===== src/design/triangle_noise_sound_generator_macros.svh =====
// assertion macros for the noisy triangle sound generator
// expects aclk and aresetn in the scope of each use
`ifndef TRIANGLE_NOISE_SOUND_GENERATOR_MACROS_SVH
`define TRIANGLE_NOISE_SOUND_GENERATOR_MACROS_SVH

// consequent must hold in the same cycle as the antecedent
`define TNSG_ASSERT_NOW(label, ante, cons, msg) \
    label: assert property (@(posedge aclk) disable iff (!aresetn) (ante) |-> (cons)) \
        else $error(msg);

// consequent must hold in the cycle after the antecedent
`define TNSG_ASSERT_NEXT(label, ante, cons, msg) \
    label: assert property (@(posedge aclk) disable iff (!aresetn) (ante) |=> (cons)) \
        else $error(msg);

`endif


===== src/design/tnsg_pkg.sv =====
// shared types, constants and helpers for the noisy triangle sound generator
// no dependencies
`timescale 1ns / 1ps
`default_nettype none

package tnsg_pkg;

    localparam int unsigned LEVEL_W = 8;
    localparam int unsigned VAL_W   = 16;
    localparam int unsigned TICK_W  = 24;
    localparam int unsigned ADDR_W  = 5;
    localparam int unsigned DATA_W  = 32;

    localparam logic [TICK_W-1:0] TICK_MAX    = 24'hFF_FFFF;
    localparam logic [TICK_W-1:0] DECAY_TICKS = TICK_W'(4*2+2*8+4*3+5*2+4);
    localparam logic [VAL_W-1:0]  SLOPE_FLOOR = 16'h0007;
    localparam logic [7:0]        LOW_MASK    = 8'hFF;

    // zero ramp wait numerator and divider sizing
    localparam int unsigned ZERO_RAMP_NUM = 8*4*256;
    localparam int unsigned DIV_W         = $clog2(ZERO_RAMP_NUM + 1);
    localparam int unsigned DIV_CNT_W     = $clog2(DIV_W + 1);

    typedef enum logic [2:0] {
        PH_FINISHED   = 3'd0,
        PH_PASS_START = 3'd1,
        PH_PICK       = 3'd2,
        PH_UP         = 3'd3,
        PH_DOWN       = 3'd4,
        PH_SNAP       = 3'd5,
        PH_PASS_END   = 3'd6,
        PH_ZERO       = 3'd7
    } phase_t;

    typedef enum logic [1:0] {
        SEQ_IDLE,
        SEQ_RUN,
        SEQ_DIV
    } seq_state_t;

    typedef enum logic [2:0] {
        REG_START_SLOPE    = 3'd0,
        REG_PASS_LENGTH    = 3'd1,
        REG_DECAY_ENABLE   = 3'd2,
        REG_SPUTTER_ENABLE = 3'd3,
        REG_INNER_WAIT     = 3'd4,
        REG_OUTER_WAIT     = 3'd5,
        REG_NOISE_SEED     = 3'd6,
        REG_UNUSED         = 3'd7
    } reg_idx_t;

    typedef struct packed {
        logic [7:0]       start_slope;
        logic [VAL_W-1:0] pass_length;
        logic             decay_enable;
        logic             sputter_enable;
        logic [VAL_W-1:0] inner_wait;
        logic [VAL_W-1:0] outer_wait;
        logic [VAL_W-1:0] noise_seed;
    } cfg_t;

    typedef struct packed {
        logic [LEVEL_W-1:0] level;
        logic [TICK_W-1:0]  wait_ticks;
        logic               loops_forever;
        logic               finished;
    } result_t;

    // saturating tick accumulate
    function automatic logic [TICK_W-1:0] sat_add(input logic [TICK_W-1:0] a,
                                                  input logic [TICK_W-1:0] b);
        logic [TICK_W:0] s;
        s = {1'b0, a} + {1'b0, b};
        return s[TICK_W] ? TICK_MAX : s[TICK_W-1:0];
    endfunction

endpackage

`default_nettype wire


===== src/design/triangle_noise_sound_generator.sv =====
// top level of the noisy triangle sound generator: register file, sequencer, output register
// depends on tnsg_pkg and tnsg_core
//
//   channel   direction  handshake           payload
//   s_        in         s_valid / s_ready   s_restart
//   m_        out        m_valid / m_ready   m_level, m_wait_ticks, m_loops_forever, m_finished
//   apb       in         psel/penable/pready paddr, pwdata, pwrite -> prdata
//
// A request walks the sound phases one per cycle, holding while a level waits to be taken
// or the zero-ramp restoring divider runs; a ramp or snap step gains a PICK phase when a
// new target is picked. Short decaying passes chain PASS_START, PICK, UP or DOWN, PASS_END.
// s_ready is high only while the sequencer is idle; one request is in flight at a time.
// A level waits in the output register; the sequencer holds until that register frees up.
// Synchronous active-low reset clears sequencer, sound state, m_valid, config (waits to 1).
`timescale 1ns / 1ps
`default_nettype none

module triangle_noise_sound_generator (
    input  wire logic                               aclk,
    input  wire logic                               aresetn,
    // register port
    input  wire logic                               psel,
    input  wire logic                               penable,
    input  wire logic                               pwrite,
    input  wire logic [tnsg_pkg::ADDR_W-1:0]        paddr,
    input  wire logic [tnsg_pkg::DATA_W-1:0]        pwdata,
    output logic      [tnsg_pkg::DATA_W-1:0]        prdata,
    output logic                                    pready,
    // request channel
    input  wire logic                               s_valid,
    output logic                                    s_ready,
    input  wire logic                               s_restart,
    // result channel
    output logic                                    m_valid,
    input  wire logic                               m_ready,
    output logic      [tnsg_pkg::LEVEL_W-1:0]       m_level,
    output logic      [tnsg_pkg::TICK_W-1:0]        m_wait_ticks,
    output logic                                    m_loops_forever,
    output logic                                    m_finished
);

    tnsg_pkg::cfg_t     cfg_reg;
    tnsg_pkg::reg_idx_t reg_idx;
    tnsg_pkg::result_t  res;
    tnsg_pkg::result_t  out_reg;
    logic               out_valid_reg;
    logic               emit;
    logic               slot_free;
    logic               wr_en;

    assign pready  = 1'b1;
    assign reg_idx = tnsg_pkg::reg_idx_t'(paddr[tnsg_pkg::ADDR_W-1:2]);
    assign wr_en   = psel && penable && pwrite;

    // register writes
    always_ff @(posedge aclk) begin
        if (!aresetn) begin
            cfg_reg.start_slope    <= '0;
            cfg_reg.pass_length    <= '0;
            cfg_reg.decay_enable   <= 1'b0;
            cfg_reg.sputter_enable <= 1'b0;
            cfg_reg.inner_wait     <= 16'd1;
            cfg_reg.outer_wait     <= 16'd1;
            cfg_reg.noise_seed     <= '0;
        end else if (wr_en) begin
            case (reg_idx)
                tnsg_pkg::REG_START_SLOPE:    cfg_reg.start_slope    <= pwdata[7:0];
                tnsg_pkg::REG_PASS_LENGTH:    cfg_reg.pass_length    <= pwdata[15:0];
                tnsg_pkg::REG_DECAY_ENABLE:   cfg_reg.decay_enable   <= pwdata[0];
                tnsg_pkg::REG_SPUTTER_ENABLE: cfg_reg.sputter_enable <= pwdata[0];
                tnsg_pkg::REG_INNER_WAIT:     cfg_reg.inner_wait     <= pwdata[15:0];
                tnsg_pkg::REG_OUTER_WAIT:     cfg_reg.outer_wait     <= pwdata[15:0];
                tnsg_pkg::REG_NOISE_SEED:     cfg_reg.noise_seed     <= pwdata[15:0];
                default: ;
            endcase
        end
    end

    // register reads
    always_comb begin
        case (reg_idx)
            tnsg_pkg::REG_START_SLOPE:    prdata = {24'h0, cfg_reg.start_slope};
            tnsg_pkg::REG_PASS_LENGTH:    prdata = {16'h0, cfg_reg.pass_length};
            tnsg_pkg::REG_DECAY_ENABLE:   prdata = {31'h0, cfg_reg.decay_enable};
            tnsg_pkg::REG_SPUTTER_ENABLE: prdata = {31'h0, cfg_reg.sputter_enable};
            tnsg_pkg::REG_INNER_WAIT:     prdata = {16'h0, cfg_reg.inner_wait};
            tnsg_pkg::REG_OUTER_WAIT:     prdata = {16'h0, cfg_reg.outer_wait};
            tnsg_pkg::REG_NOISE_SEED:     prdata = {16'h0, cfg_reg.noise_seed};
            default:                      prdata = '0;
        endcase
    end

    // phase sequencer
    tnsg_core u_core (
        .aclk      (aclk),
        .aresetn   (aresetn),
        .cfg       (cfg_reg),
        .s_valid   (s_valid),
        .s_restart (s_restart),
        .s_ready   (s_ready),
        .slot_free (slot_free),
        .emit      (emit),
        .res       (res)
    );

    assign slot_free = !out_valid_reg || m_ready;

    // output register
    always_ff @(posedge aclk) begin
        if (!aresetn) begin
            out_valid_reg <= 1'b0;
        end else if (emit) begin
            out_valid_reg <= 1'b1;
        end else if (m_ready) begin
            out_valid_reg <= 1'b0;
        end
    end

    always_ff @(posedge aclk) begin
        if (emit) begin
            out_reg <= res;
        end
    end

    assign m_valid         = out_valid_reg;
    assign m_level         = out_reg.level;
    assign m_wait_ticks    = out_reg.wait_ticks;
    assign m_loops_forever = out_reg.loops_forever;
    assign m_finished      = out_reg.finished;

endmodule

`default_nettype wire


===== src/design/tnsg_div.sv =====
// restoring divider: zero ramp numerator over a 16-bit slope, one quotient bit a cycle
// depends on tnsg_pkg
`timescale 1ns / 1ps
`default_nettype none

module tnsg_div (
    input  wire logic                          aclk,
    input  wire logic                          aresetn,
    input  wire logic                          start,
    input  wire logic [tnsg_pkg::VAL_W-1:0]    divisor,
    output logic                               busy,
    output logic                               done,
    output logic [tnsg_pkg::DIV_W-1:0]         quotient
);

    logic [tnsg_pkg::VAL_W-1:0]     rem_reg, rem_next;
    logic [tnsg_pkg::DIV_W-1:0]     quo_reg, quo_next;
    logic [tnsg_pkg::DIV_CNT_W-1:0] cnt_reg, cnt_next;
    logic                           busy_reg, busy_next;
    logic                           done_reg, done_next;
    logic [tnsg_pkg::VAL_W:0]       trial;
    logic                           fits;

    // one shift-subtract step
    always_comb begin
        trial     = {rem_reg, quo_reg[tnsg_pkg::DIV_W-1]};
        fits      = (trial >= {1'b0, divisor});
        rem_next  = rem_reg;
        quo_next  = quo_reg;
        cnt_next  = cnt_reg;
        busy_next = busy_reg;
        done_next = done_reg;
        if (start) begin
            rem_next  = '0;
            quo_next  = tnsg_pkg::DIV_W'(tnsg_pkg::ZERO_RAMP_NUM);
            cnt_next  = tnsg_pkg::DIV_CNT_W'(tnsg_pkg::DIV_W);
            busy_next = 1'b1;
            done_next = 1'b0;
        end else if (busy_reg) begin
            rem_next = fits ? tnsg_pkg::VAL_W'(trial - {1'b0, divisor})
                            : trial[tnsg_pkg::VAL_W-1:0];
            quo_next = {quo_reg[tnsg_pkg::DIV_W-2:0], fits};
            cnt_next = cnt_reg - 1'b1;
            if (cnt_reg == tnsg_pkg::DIV_CNT_W'(1)) begin
                busy_next = 1'b0;
                done_next = 1'b1;
            end
        end
    end

    // datapath registers
    always_ff @(posedge aclk) begin
        rem_reg <= rem_next;
        quo_reg <= quo_next;
        cnt_reg <= cnt_next;
    end

    // control flags
    always_ff @(posedge aclk) begin
        if (!aresetn) begin
            busy_reg <= 1'b0;
            done_reg <= 1'b0;
        end else begin
            busy_reg <= busy_next;
            done_reg <= done_next;
        end
    end

    assign busy     = busy_reg;
    assign done     = done_reg;
    assign quotient = quo_reg;

endmodule

`default_nettype wire


===== src/design/tnsg_core.sv =====
// noisy triangle sequencer: one phase a cycle unless stalled, until a level is produced
// depends on tnsg_pkg, tnsg_div and the assertion macro header
`timescale 1ns / 1ps
`default_nettype none

`include "triangle_noise_sound_generator_macros.svh"

module tnsg_core (
    input  wire logic              aclk,
    input  wire logic              aresetn,
    input  wire tnsg_pkg::cfg_t    cfg,
    input  wire logic              s_valid,
    input  wire logic              s_restart,
    output logic                   s_ready,
    input  wire logic              slot_free,
    output logic                   emit,
    output tnsg_pkg::result_t      res
);

    tnsg_pkg::seq_state_t           state_reg, state_next;
    tnsg_pkg::phase_t               phase_reg, phase_next;
    logic [tnsg_pkg::VAL_W-1:0]     noise_reg, noise_next;
    logic [tnsg_pkg::VAL_W-1:0]     cur_reg, cur_next;
    logic [tnsg_pkg::VAL_W-1:0]     target_reg, target_next;
    logic [tnsg_pkg::VAL_W-1:0]     step_reg, step_next;
    logic [tnsg_pkg::VAL_W-1:0]     base_reg, base_next;
    logic [tnsg_pkg::VAL_W-1:0]     steps_left_reg, steps_left_next;
    logic [tnsg_pkg::TICK_W-1:0]    pending_reg, pending_next;
    logic [tnsg_pkg::LEVEL_W-1:0]   last_level_reg, last_level_next;
    logic                           repeat_reg, repeat_next;

    logic                           div_start;
    logic                           div_busy;
    logic                           div_done;
    logic [tnsg_pkg::DIV_W-1:0]     div_quot;

    logic                           fb;
    logic [tnsg_pkg::VAL_W-1:0]     noise_shift;
    logic [tnsg_pkg::VAL_W-1:0]     pick_target;
    logic [tnsg_pkg::VAL_W-1:0]     steps_dec;
    logic [tnsg_pkg::VAL_W:0]       up_sum;
    logic [tnsg_pkg::VAL_W-1:0]     down_diff;
    logic [tnsg_pkg::VAL_W-1:0]     decayed;

    // divider for the zero ramp wait
    tnsg_div u_div (
        .aclk     (aclk),
        .aresetn  (aresetn),
        .start    (div_start),
        .divisor  (base_reg),
        .busy     (div_busy),
        .done     (div_done),
        .quotient (div_quot)
    );

    // next state and outputs
    always_comb begin
        state_next      = state_reg;
        phase_next      = phase_reg;
        noise_next      = noise_reg;
        cur_next        = cur_reg;
        target_next     = target_reg;
        step_next       = step_reg;
        base_next       = base_reg;
        steps_left_next = steps_left_reg;
        pending_next    = pending_reg;
        last_level_next = last_level_reg;
        repeat_next     = repeat_reg;
        s_ready         = 1'b0;
        emit            = 1'b0;
        div_start       = 1'b0;
        res             = '0;

        fb          = cur_reg[11] ^ noise_reg[0];
        noise_shift = {fb, noise_reg[tnsg_pkg::VAL_W-1:1]};
        pick_target = {noise_shift[7:0], 8'h00};
        steps_dec   = steps_left_reg - 1'b1;
        up_sum      = {1'b0, cur_reg} + {1'b0, step_reg};
        down_diff   = cur_reg - step_reg;
        decayed     = base_reg - {3'b000, base_reg[tnsg_pkg::VAL_W-1:3]};

        case (state_reg)
            tnsg_pkg::SEQ_IDLE: begin
                s_ready = 1'b1;
                if (s_valid) begin
                    // restart reloads the noise seed and slope from the registers and clears the sound state
                    if (s_restart) begin
                        noise_next      = cfg.noise_seed;
                        base_next       = {cfg.start_slope, 8'h00};
                        cur_next        = '0;
                        target_next     = '0;
                        step_next       = '0;
                        steps_left_next = '0;
                        pending_next    = '0;
                        last_level_next = '0;
                        repeat_next     = 1'b0;
                        phase_next      = tnsg_pkg::PH_PASS_START;
                    end
                    state_next = tnsg_pkg::SEQ_RUN;
                end
            end

            tnsg_pkg::SEQ_RUN: begin
                case (phase_reg)
                    tnsg_pkg::PH_PASS_START: begin
                        steps_left_next = cfg.pass_length;
                        cur_next        = {last_level_reg, 8'h00};
                        phase_next      = tnsg_pkg::PH_PICK;
                    end

                    // new random target; the slope is masked with noise when sputter is enabled
                    tnsg_pkg::PH_PICK: begin
                        noise_next  = noise_shift;
                        step_next   = cfg.sputter_enable
                                    ? (base_reg & {noise_shift[15:8], tnsg_pkg::LOW_MASK})
                                    : base_reg;
                        target_next = pick_target;
                        phase_next  = (cur_reg <= pick_target) ? tnsg_pkg::PH_UP
                                                               : tnsg_pkg::PH_DOWN;
                    end

                    // one ramp step, or pass end when the counter runs out
                    tnsg_pkg::PH_UP,
                    tnsg_pkg::PH_DOWN: begin
                        if (steps_dec == '0) begin
                            steps_left_next = '0;
                            phase_next      = tnsg_pkg::PH_PASS_END;
                        end else if (slot_free) begin
                            steps_left_next = steps_dec;
                            if (phase_reg == tnsg_pkg::PH_UP) begin
                                if (up_sum[tnsg_pkg::VAL_W]) begin
                                    phase_next = tnsg_pkg::PH_SNAP;
                                end else begin
                                    cur_next = up_sum[tnsg_pkg::VAL_W-1:0];
                                    if (up_sum[tnsg_pkg::VAL_W-1:0] > target_reg) begin
                                        phase_next = tnsg_pkg::PH_SNAP;
                                    end
                                end
                            end else begin
                                if (step_reg > cur_reg) begin
                                    phase_next = tnsg_pkg::PH_SNAP;
                                end else begin
                                    cur_next = down_diff;
                                    if (down_diff <= target_reg) begin
                                        phase_next = tnsg_pkg::PH_SNAP;
                                    end
                                end
                            end
                            emit                = 1'b1;
                            res.level           = cur_reg[15:8];
                            res.wait_ticks      = tnsg_pkg::sat_add(pending_reg,
                                                      {8'h00, cfg.inner_wait});
                            res.loops_forever   = repeat_reg;
                            res.finished        = 1'b0;
                        end
                    end

                    tnsg_pkg::PH_SNAP: begin
                        if (slot_free) begin
                            cur_next          = target_reg;
                            phase_next        = tnsg_pkg::PH_PICK;
                            emit              = 1'b1;
                            res.level         = target_reg[15:8];
                            res.wait_ticks    = tnsg_pkg::sat_add(pending_reg,
                                                    {8'h00, cfg.outer_wait});
                            res.loops_forever = repeat_reg;
                            res.finished      = 1'b0;
                        end
                    end

                    // decay the slope or mark the sound as repeating
                    tnsg_pkg::PH_PASS_END: begin
                        if (cfg.decay_enable) begin
                            base_next    = decayed;
                            pending_next = tnsg_pkg::sat_add(pending_reg,
                                                             tnsg_pkg::DECAY_TICKS);
                            phase_next   = (decayed > tnsg_pkg::SLOPE_FLOOR)
                                         ? tnsg_pkg::PH_PASS_START : tnsg_pkg::PH_ZERO;
                        end else begin
                            repeat_next = 1'b1;
                            phase_next  = tnsg_pkg::PH_ZERO;
                        end
                    end

                    // ramp to zero: finish at level zero, else divider wait unless slope is zero
                    tnsg_pkg::PH_ZERO: begin
                        if (last_level_reg == '0) begin
                            phase_next = tnsg_pkg::PH_FINISHED;
                        end else if (base_reg != '0) begin
                            div_start  = 1'b1;
                            state_next = tnsg_pkg::SEQ_DIV;
                        end else if (slot_free) begin
                            emit              = 1'b1;
                            res.level         = last_level_reg - 1'b1;
                            res.wait_ticks    = tnsg_pkg::TICK_MAX;
                            res.loops_forever = repeat_reg;
                            res.finished      = 1'b0;
                        end
                    end

                    default: begin
                        if (slot_free) begin
                            emit              = 1'b1;
                            res.level         = last_level_reg;
                            res.wait_ticks    = '0;
                            res.loops_forever = repeat_reg;
                            res.finished      = 1'b1;
                        end
                    end
                endcase
            end

            tnsg_pkg::SEQ_DIV: begin
                if (div_done && slot_free) begin
                    emit              = 1'b1;
                    res.level         = last_level_reg - 1'b1;
                    res.wait_ticks    = tnsg_pkg::sat_add(pending_reg,
                                            tnsg_pkg::TICK_W'(div_quot));
                    res.loops_forever = repeat_reg;
                    res.finished      = 1'b0;
                end
            end

            default: begin
                state_next = tnsg_pkg::SEQ_IDLE;
            end
        endcase

        // a produced level ends the request
        if (emit) begin
            last_level_next = res.level;
            pending_next    = '0;
            state_next      = tnsg_pkg::SEQ_IDLE;
        end
    end

    // state registers
    always_ff @(posedge aclk) begin
        if (!aresetn) begin
            state_reg      <= tnsg_pkg::SEQ_IDLE;
            phase_reg      <= tnsg_pkg::PH_FINISHED;
            noise_reg      <= '0;
            cur_reg        <= '0;
            target_reg     <= '0;
            step_reg       <= '0;
            base_reg       <= '0;
            steps_left_reg <= '0;
            pending_reg    <= '0;
            last_level_reg <= '0;
            repeat_reg     <= 1'b0;
        end else begin
            state_reg      <= state_next;
            phase_reg      <= phase_next;
            noise_reg      <= noise_next;
            cur_reg        <= cur_next;
            target_reg     <= target_next;
            step_reg       <= step_next;
            base_reg       <= base_next;
            steps_left_reg <= steps_left_next;
            pending_reg    <= pending_next;
            last_level_reg <= last_level_next;
            repeat_reg     <= repeat_next;
        end
    end

    // checks
    `TNSG_ASSERT_NOW(a_finished_silent, emit && res.finished, res.level == 8'h00, "finished level not zero")
    `TNSG_ASSERT_NEXT(a_emit_clears, emit, pending_reg == '0 && state_reg == tnsg_pkg::SEQ_IDLE, "ticks or state not cleared after a level")
    `TNSG_ASSERT_NOW(a_div_only_zero, state_reg == tnsg_pkg::SEQ_DIV, phase_reg == tnsg_pkg::PH_ZERO && base_reg != '0, "divide outside zero ramp")
    `TNSG_ASSERT_NEXT(a_div_starts, div_start, div_busy && !div_done, "divider did not start")

endmodule

`default_nettype wire

===== config.mk =====
export PLATFORM = sky130hd
export DESIGN_NAME = triangle_noise_sound_generator
export DESIGN_NICKNAME = d
export VERILOG_FILES = /design/src/design/tnsg_pkg.sv /design/src/design/triangle_noise_sound_generator.sv /design/src/design/tnsg_div.sv /design/src/design/tnsg_core.sv
export VERILOG_INCLUDE_DIRS = /design/src /design/src/design
export SDC_FILE = /design/constraint.sdc
export NUM_CORES = 1
export LEC_CHECK = 0
export BUFFER_PORTS_ARGS = -buffer_cell sky130_fd_sc_hd__buf_2
export CAP_MARGIN = 25
export CORE_MARGIN = 2
export CORE_UTILIZATION = 25
export CTS_CLUSTER_SIZE = 24
export DETAILED_ROUTE_END_ITERATION = 8
export MAX_ROUTING_LAYER = met4
export SYNTH_ARGS = -nofsm -noshare
export SYNTH_HDL_FRONTEND = slang
export SYNTH_SLANG_ARGS = --single-unit

===== constraint.sdc =====
create_clock -name aclk -period 8.8 [get_ports aclk]
set_input_delay 1.32 -clock aclk [delete_from_list [all_inputs] [get_ports aclk]]
set_output_delay 1.32 -clock aclk [all_outputs]
set_load 0.02 [all_outputs]

== Yosys cells after proc, flatten, opt, wreduce, memory -nomap -nowiden ==
Cells that the tools add are included.

* Bits in registers: 279
* Output and inout port bits: 69
* Word-level logic and storage cells: 217

* $add $sub $neg: 11
* Order comparisons: 6
* Eq/ne operators: 37
* Multiplexer cells: 96
* Bitwise gates (word level): 4
* Reduce and logical (&&, ||, !) cells: 35

{| class="wikitable"
|+ Operators with widths
! cell !! count
|-
| two-way mux 16 bit || 21
|-
| two-way mux 34 bit || 8
|-
| case mux 16 bit (2 select lines) || 7
|-
| two-way mux 24 bit || 8
|-
| case mux 34 bit (4 select lines) || 1
|-
| case mux 16 bit (7 select lines) || 1
|-
| case mux 34 bit (2 select lines) || 1
|-
| adder 24 x 16 -> 25 bit || 2
|-
| case mux 16 bit (3 select lines) || 1
|-
| case mux 24 bit (2 select lines) || 1
|-
| two-way mux 3 bit || 14
|-
| greater-than comparator 16 bit || 2
|-
| less-or-equal comparator 16 bit || 2
|-
| two-way mux 8 bit || 4
|-
| subtractor 16 bit || 2
|-
| adder 24 x 14 -> 25 bit || 1
|-
| adder 24 x 6 -> 25 bit (second input constant) || 1
|-
| == test 3 bit (second input constant) || 7
|-
| AND reduction 5 bit || 4
|-
| two-way mux 1 bit || 19
|-
| case mux 3 bit (6 select lines) || 1
|-
| AND reduction 9 bit || 2
|-
| adder 16 x 16 -> 17 bit || 1
|-
| >= comparator 17 x 16 -> 1 bit || 1
|-
| other kinds (44) || 77
|}

== Depth between registers and ports, before layout ==
Gate-level depths: netlist of the first run.

* Word-level depth: 9
* Depth in mapped cells: 19
* Depth with buffers taken out: 18

== Modules after synthesis ==
A second synthesis of the first run with hierarchy kept.

* Cell total of the unflattened synthesis: 2542
* Area total of the unflattened synthesis: 20300.7 um2

{| class="wikitable"
|+ Modules (own cells, without submodules)
! module !! times used !! cells each !! area each (um2) !! seq. area each (um2)
|-
| tnsg_core || 1 || 1843 || 13238.9 || 2522.4
|-
| triangle_noise_sound_generator || 1 || 405 || 4672.0 || 2522.4
|-
| tnsg_div || 1 || 294 || 2389.8 || 720.7
|}

== Least setup slack after synthesis of the first run ==
OpenSTA, ideal clock, no wires.

* Path type: reg-to-reg
* From: register u_core.cur_reg[0] in the netlist's numbering
* To: register u_core.phase_reg[1]
* Setup time: 121 ps
* Arrival: 4340 ps
* Slack: 4339 ps
* Cell stages (with the launch flop): 19
* Buffers on the path: 0
* Clock period less this slack: 4461 ps
* Path through: dfxtp_1 > inv_1 > ha_1 > inv_1 > fa_1 > a211o_1 > a21o_1 > a31o_2 > o41ai_1 > o21ai_0 > xor2_1 > ha_1 > nand4_1 > or4_1 > nor3b_1 > a311o_1 > o221ai_1 > a31oi_1 > mux2_2

* Word-level cells in the longest chain between the ends: 7
* Elaborated cells on any way between the ends: 17
* Classes of those cells: 2 x add/sub; 4 x order compare; 2 x eq/ne; 8 x mux; 1 x reduce/logical

{| class="wikitable"
|+ RTL lines
! what !! line !! text
|-
| from (decl) || tnsg_core.sv:23 || <nowiki>logic [tnsg_pkg::VAL_W-1:0] cur_reg, cur_next;</nowiki>
|-
| from (signal assigned) || tnsg_core.sv:255 || <nowiki>cur_reg <= cur_next;</nowiki>
|-
| branches (longest 7 deep; another with adder 16 x 16 -> 17 bit) || n/a ||
|-
| to (signal assigned) || tnsg_core.sv:241 || <nowiki>phase_reg <= tnsg_pkg::PH_FINISHED;</nowiki>
|-
| to (signal assigned) || tnsg_core.sv:253 || <nowiki>phase_reg <= phase_next;</nowiki>
|-
| to (decl) || tnsg_core.sv:21 || <nowiki>tnsg_pkg::phase_t phase_reg, phase_next;</nowiki>
|}

Several ways; the timed one is not identified. The select of a mux whose other input is x is not followed.
A chain may end at the register's enable or synchronous reset.

== Worst setup path after layout of the first run ==
* From: register u_core.step_reg[1] in the netlist's numbering
* To: register u_core.phase_reg[1]

* Word-level cells in the longest chain between the ends: 7
* Elaborated cells on any way between the ends: 15
* Classes of those cells: 2 x add/sub; 3 x order compare; 2 x eq/ne; 7 x mux; 1 x reduce/logical

{| class="wikitable"
|+ RTL lines
! what !! line !! text
|-
| from (decl) || tnsg_core.sv:25 || <nowiki>logic [tnsg_pkg::VAL_W-1:0] step_reg, step_next;</nowiki>
|-
| from (signal assigned) || tnsg_core.sv:257 || <nowiki>step_reg <= step_next;</nowiki>
|-
| branches (longest 7 deep; another with adder 16 x 16 -> 17 bit) || n/a ||
|}

Several ways; the timed one is not identified. The select of a mux whose other input is x is not followed.

==> impl_metrics.csv, run 1 <==
group,metric,value,unit
clock_network,clk_latency,0.56,ns
synth,seq_area_frac_synth,29.2,%
finish,fin_nets,2736,
pwr,total_leakage_power,8.43,nW
synth,synth.ff_latch_count,271,
global_routing,vias_in_the_first_global_route,17600,
routing,postRouteAntennaNets,0,
sta,fin_worst_skew,0.0367,ns
placement,post-place-ws,3.68,ns
finish,commonest_non_fill_non_tap_cells_in_the_layout,"337 x nand2_1, 264 x a21oi_1, 236 x dfxtp_1, 181 x nor2_1, 174 x o21ai_0",
pwr,power.switching,1.15,mW
finish,layout.cell_area.non_filler,0.0222,mm2
setup_path,critical_path_class,"flop to flop",
global_routing,first_pass_grt_wire_length,105,mm
floorplan,row_count,103,
pwr,report.power.total,3.53,mW
min_path,worstHoldPathType,"flop to flop",
floorplan,ioPinCount,114,
pwr,cellInternalPower,2.38,mW
routing,routed_wire_length_per_instance,18.8,um
routing,drt-pass1-iter-count,5,
floorplan,core_box_area,0.0786,mm2
placement,placed_cell_area,0.0210,mm2
pwr,cellPowerDensity,159,mW/mm2
global_routing,number_of_antenna_violations_at_the_first_check_in_global_routing,1,
sta,final.min_clock_period,5.22,ns
synth,cell_area_synth,0.0198,mm2
finish,fin_cells,3619,
clock_network,cts.clk_slew.worst_paths,0.06,ns
setup_path,endpoint_kind,"flop",
sta,tightest_slew,1.02,ns
floorplan,floorplan.die_area,0.0813,mm2
setup_path,crit_path_start_kind,"flop",
finish,layout.cells.most_common,"nand2_1",
synth,synth-compound-area-share,26.7,%
placement,dp.cells,3556,
synth,synth_edf_count,34,
sta,drv_slew,0,
clock_network,cts-root-buf,"clkbuf_16",
sta,timing.setup.tns,0,ns
sta,post-route-period-util,59.4,%
pwr,combinationalPowerShare,19.9,%
synth,synth-simple-area-share,20.7,%
finish,largest_reg_flops,74,
clock_network,tritoncts_clock_tree,"built",
routing,avgViaCountPerCell,5.30,
global_routing,grtUsageMet3,2.14,%
synth,synth.mux.area_fraction,3.72,%
clock_network,cts-htree-levels,2,
sta,timing.final.setup_violations,0,
synth,synthesis.instances,2562,
global_routing,grt.busiest_layer,"met2",
setup_path,critical_path.max_fanout,4,
placement,hpwlAfterDp,50.1,mm
global_routing,global_route.overflow_total,0,
job,max_cap_viol_count,0,
placement,gp_congestion,0.941,
outcome,status,"completed",
synth,synth_xor_xnor_area_share,4.17,%
routing,final_routed_wirelength,68.1,mm
synth,synth_adder_area_share,9.64,%
setup_path,reg2reg_depth,17,
sta,finalHoldViolCount,0,
placement,place.port_buffers,78,
global_routing,grt_start_max_net_pins,94,
finish,antenna_cells_inserted,0,
clock_network,cts_inserted_buffers,34,
pwr,share_clk_of_total_power,41.5,%
global_routing,grt_util_met2,25.1,%
setup_path,worstPathRequired,9.22,ns
clock_network,cts_post_setup_buffers_inserted,0,
floorplan,die_width,285,um
synth,yosys_most_used_dff,"dfxtp_1",
synth,netlist-cell-type-count,84,
finish,finalCoreUtilization,28.2,%
finish,syn_to_final_growth,12.3,%
sta,clock.fmax,191,MHz
sta,fin_ws,3.58,ns
min_path,worstHoldPathCells,2,
floorplan,die-height,285,um
global_routing,grt.met1_usage,23.4,%
sta,max_slew_margin,31.7,%
routing,drt-initial-drc-count,1744,
sta,finalHoldWorstSlack,0.464,ns
pwr,seq_power_share,38.6,%
routing,drt_drc_violations_left,0,
clock_network,cts-resized-gates,0,
clock_network,cts.path.max_buffers,3,
finish,drive_gt1_share,7.79,%
clock_network,ctsHoldBuffers,0,
routing,total_via_count_after_detailed_routing,19200,
synth,ys_async_sr_fraction,0,%
sta,rsz0062_at_grt,"no",
synth,synthesis.yosys.warnings,0,
global_routing,gr-usage-all-layers,16.7,%
clock_network,numClockSinks,271,
pwr,swShare,32.7,%
synth,synth_top_family_by_area,"compound AO/OA/AOI/OAI gates",
pwr,irDropWorstVdd,0.134,mV
synth,synthesis.area_per_instance,7.71,um2
floorplan,starting_density_of_the_core,25.1,%
setup_path,arrival,5.64,ns
[final cells by class]
type	instances	area, um2
clock buffer	42	921
timing repair buffer	104	622
sequential	271	5770
fill	8582	56400
clock inverter	20	221
tap	1050	1310
inverter	109	412
multi-input combinational	2023	12900
[logic make-up (layout without fill, tap and decap cells)]
kind of cell    count (synthesis)  in the layout
simple gates                  874            874
compound gates                822            822
other cells                     2             17
xor+xnor                       94             94
buf+inv                       283            275
flops                         271            271
mux                            68             68
fa+ha+maj                     148            148
[per-layer routing]
metal  share of wire (%)  wire (um)
met1                  47      32300
met2                  44      29700
met3                 6.4       4370
met4                 2.5       1680
met5                   0          0
[final timing paths]
path,startpoint,endpoint,slack [ns]
worst min register to register,u_core.noise_reg[6]$_SDFFE_PN0P_,u_core.target_reg[13]$_SDFFE_PN0P_,0.46
worst min-delay path,u_core.noise_reg[6]$_SDFFE_PN0P_,u_core.target_reg[13]$_SDFFE_PN0P_,0.46
worst max-delay path,u_core.step_reg[1]$_SDFFE_PN0P_,u_core.phase_reg[1]$_SDFFE_PN0P_,3.58
worst max register to register,u_core.step_reg[1]$_SDFFE_PN0P_,u_core.phase_reg[1]$_SDFFE_PN0P_,3.58
[power by group through the flow]
stage	sequential (mW)	combinational (mW)	clock, mW
final	1.36	0.702	1.47
after floorplan	1.37	0.483	0
after global routing	1.37	0.762	1.54
after CTS	1.36	0.691	1.49
after detailed placement	1.39	0.689	0
after global placement	1.39	0.683	0
[worst max-delay path, cell delays in order (launching register included)]
cell	delay [ns]
dfxtp_1	0.44
inv_1	0.12
ha_1	0.31
nor2b_1	0.14
o31ai_1	0.46
a21oi_1	0.15
or4_1	0.46
and3_1	0.18
nor3_1	0.31
xnor2_1	0.14
ha_1	0.31
nand4_1	0.16
or4_1	0.56
nor3b_1	0.21
a311o_1	0.24
o221ai_1	0.13
a31oi_1	0.39
mux2_2	0.39
[synthesized netlist by cell type, types with 11 or more instances]
| cell | number | area, um2 |
|---|---|---|
| nor2_1 | 182 | 683 |
| nand2b_1 | 25 | 156 |
| or4_1 | 11 | 82.6 |
| a22oi_1 | 18 | 135 |
| and3_1 | 35 | 219 |
| nor3_1 | 65 | 325 |
| o31ai_1 | 23 | 173 |
| o21ai_0 | 174 | 871 |
| and2_1 | 17 | 106 |
| a221oi_1 | 12 | 105 |
| xnor2_1 | 55 | 482 |
| a211oi_1 | 29 | 218 |
| a31oi_1 | 28 | 175 |
| o21a_1 | 41 | 308 |
| a211o_1 | 12 | 105 |
| buf_4 | 18 | 135 |
| a21o_1 | 42 | 315 |
| a22o_1 | 24 | 210 |
| nor2b_1 | 27 | 169 |
| edfxtp_1 | 34 | 1020 |
| nand4_1 | 28 | 175 |
| nand3_1 | 66 | 330 |
| nand2_1 | 337 | 1260 |
| clkbuf_1 | 143 | 537 |
| mux2i_1 | 60 | 601 |
| xor2_1 | 39 | 342 |
| o22ai_1 | 18 | 113 |
| dfxtp_1 | 237 | 4740 |
| inv_1 | 107 | 402 |
| or3_1 | 13 | 81.3 |
| a21oi_1 | 265 | 1330 |
| o211ai_1 | 18 | 135 |
| ha_1 | 141 | 1760 |
| o2111ai_1 | 21 | 184 |
| nor4_1 | 21 | 131 |
Note: power is estimated with default switching activity, not from simulation.
==> run 2: changes to the inputs <==
==> constraint.sdc (replaced) <==
create_clock -name aclk -period 4.65 [get_ports aclk]
set_input_delay 0.6975 -clock aclk [delete_from_list [all_inputs] [get_ports aclk]]
set_output_delay 0.6975 -clock aclk [all_outputs]
set_load 0.02 [all_outputs]
==> run 2 against run 1 <==
  * Count of clock-buffer cells in the layout grew 5
  * Worst setup slack worse by 3.4 ns
  * Die area unchanged
  * Register-to-register slack got worse by 3.4 ns
  * Combinational power grew 100%
  * Utilization increased by 0.49 points
  * Highest routed layer unchanged
  * Maximum frequency rose by 17%
  * Wire length grew 1.9%
  * Flip-flop and latch count unchanged
==> impl_metrics.csv, run 2 (synthesized netlist as in run 1, its figures left out) <==
group,metric,value,unit
outcome,status,"completed",
sta,finalHoldViolCount,0,
sta,timing.setup.tns,0,ns
finish,fillCellCount,8617,
setup_path,arrival,4.92,ns
sta,max_slew_margin,32.7,%
finish,antenna_cells_inserted,0,
setup_path,worstPathRequired,5.11,ns
sta,final.min_clock_period,4.46,ns
finish,syn_to_final_growth,14.2,%
placement,gp_congestion,0.955,
setup_path,endpoint_kind,"flop",
setup_path,r2r-start,"u_core.step_reg[0]$_SDFFE_PN0P_",
clock_network,clk_latency,0.60,ns
clock_network,tritoncts_clock_tree,"built",
setup_path,critical_path_class,"flop to flop",
sta,clock.fmax,224,MHz
clock_network,cts-htree-levels,1,
sta,drv_slew,0,
finish,largest_reg_flops,74,
global_routing,gr-usage-all-layers,16.8,%
setup_path,cpLargestDelayFamily,"compound AO/OA/AOI/OAI gates",
floorplan,core_box_area,0.0786,mm2
clock_network,cts-root-buf,"clkbuf_16",
routing,final_routed_wirelength,69.4,mm
setup_path,critical_path.max_stage_delay,0.53,ns
setup_path,cp_cell_sequence,"buf_4, ha_1, fa_1, nand2b_1, a221oi_2, o311ai_0, and4_1, o311ai_0, xnor2_1, ha_1, and4_1, o21ai_0, and3_1, a41oi_1, o221ai_2, a31oi_2, mux2_2",
finish,area.sequential,0.00577,mm2
finish,finalCoreUtilization,28.7,%
finish,multi_input_logic_area,0.0130,mm2
setup_path,critical-path-slowest-cell,"o311ai_0",
finish,commonest_non_fill_non_tap_cells_in_the_layout,"337 x nand2_1, 263 x a21oi_1, 236 x dfxtp_1, 181 x nor2_1, 173 x o21ai_0",
floorplan,starting_density_of_the_core,25.1,%
pwr,irDropWorstVdd,0.282,mV
floorplan,row_count,103,
routing,postRouteAntennaNets,0,
routing,drt-initial-drc-count,1798,
pwr,cellPowerDensity,286,mW/mm2
global_routing,global_route.overflow_total,0,
placement,dp.cells,3611,
setup_path,path_buf_inv,1,
floorplan,die-height,285,um
finish,fin_nets,2789,
finish,drive_gt1_share,10.0,%
placement,place.port_buffers,78,
clock_network,cts_inserted_buffers,31,
sta,tightest_slew,1.01,ns
setup_path,critical_path.max_fanout,4,
routing,avgViaCountPerCell,5.39,
sta,post-route-period-util,95.8,%
global_routing,number_of_antenna_violations_at_the_first_check_in_global_routing,1,
global_routing,vias_in_the_first_global_route,18000,
routing,drt-pass1-iter-count,5,
finish,fin_cells,3668,
sta,fin_worst_skew,0.0266,ns
job,max_cap_viol_count,0,
placement,hpwlAfterDp,52.1,mm
pwr,total_leakage_power,8.67,nW
global_routing,grt_start_max_net_pins,102,
clock_network,cts.path.max_buffers,3,
floorplan,die_width,285,um
routing,drt_drc_violations_left,0,
global_routing,first_pass_grt_wire_length,106,mm
floorplan,floorplan.die_area,0.0813,mm2
clock_network,numClockSinks,271,
routing,routed_wire_length_per_instance,18.9,um
min_path,worstHoldPathType,"input port to flop",
finish,layout.cells.most_common,"nand2_1",
setup_path,crit_path_start_kind,"flop",
routing,total_via_count_after_detailed_routing,19800,
floorplan,ioPinCount,114,
clock_network,cts.clk_slew.worst_paths,0.07,ns
setup_path,crit_start,"u_core.step_reg[0]$_SDFFE_PN0P_",
pwr,report.power.total,6.46,mW
sta,timing.final.setup_violations,0,
min_path,worstHoldStart,"pwdata[11]",
## run 2: changes by cell type in the layout (fill, tap and decap cells not counted), sizes merged
cell | before | now
buf | 104 | 160
clkinv | 13 | 4
clkbuf | 42 | 47
bufinv | 4 | 1
clkinvlp | 1 | 2
inv | 111 | 110
## run 2: worst min-delay path, cell delays in order
cell and delay, ns:
buf_2 0.13, nand2_1 0.06, a21oi_1 0.05
## run 2: worst paths after layout
path	cells past startpoint	slack, ns	endpoint
worst max register to register	17	0.19	u_core.phase_reg[1]$_SDFFE_PN0P_
worst max-delay path	17	0.19	u_core.phase_reg[1]$_SDFFE_PN0P_
worst min-delay path	3	0.39	cfg_reg[43]$_SDFFE_PN0P_
worst min register to register	2	0.47	u_core.target_reg[14]$_SDFFE_PN0P_
## run 2: cell type report
class | instances | share of cell area [%]
tap | 1050 | 5.82
timing repair buffer | 160 | 4.62
multi-input combinational | 2023 | 57.7
sequential | 271 | 25.6
clock inverter | 8 | 0.349
inverter | 109 | 1.82
clock buffer | 47 | 4.16
## run 2: report_power, final
group          internal, mW  switching, mW
Sequential             2.47         0.0785
Combinational         0.431          0.990
Clock                  1.44           1.06
Total                  4.34           2.12
## run 2: through the flow
stage	setup slack (ns)	hold slack (ns)	instance area, um2
CTS	0.0128	0.369	22400
detailed placement	0.0410	0.460	21400
global route	-0.0122	0.390	22600
finish	0.194	0.394	22600
global placement	0.0592	0.461	21400
floorplan	0.189	0.442	19800
## run 2: timing repair
item	4_1_cts	5_1_grt
hold buffers	0	0
endpoints found under the setup margin	0	3
gates resized for setup	0	19
buffers inserted	0	1
## run 2: per-layer routing
layer / GRT usage, % / part of all wire [%]
met5: - / 0
met4: 5.16 / 2.9
met3: 1.50 / 6.8
met2: 25.7 / 44
met1: 23.5 / 46
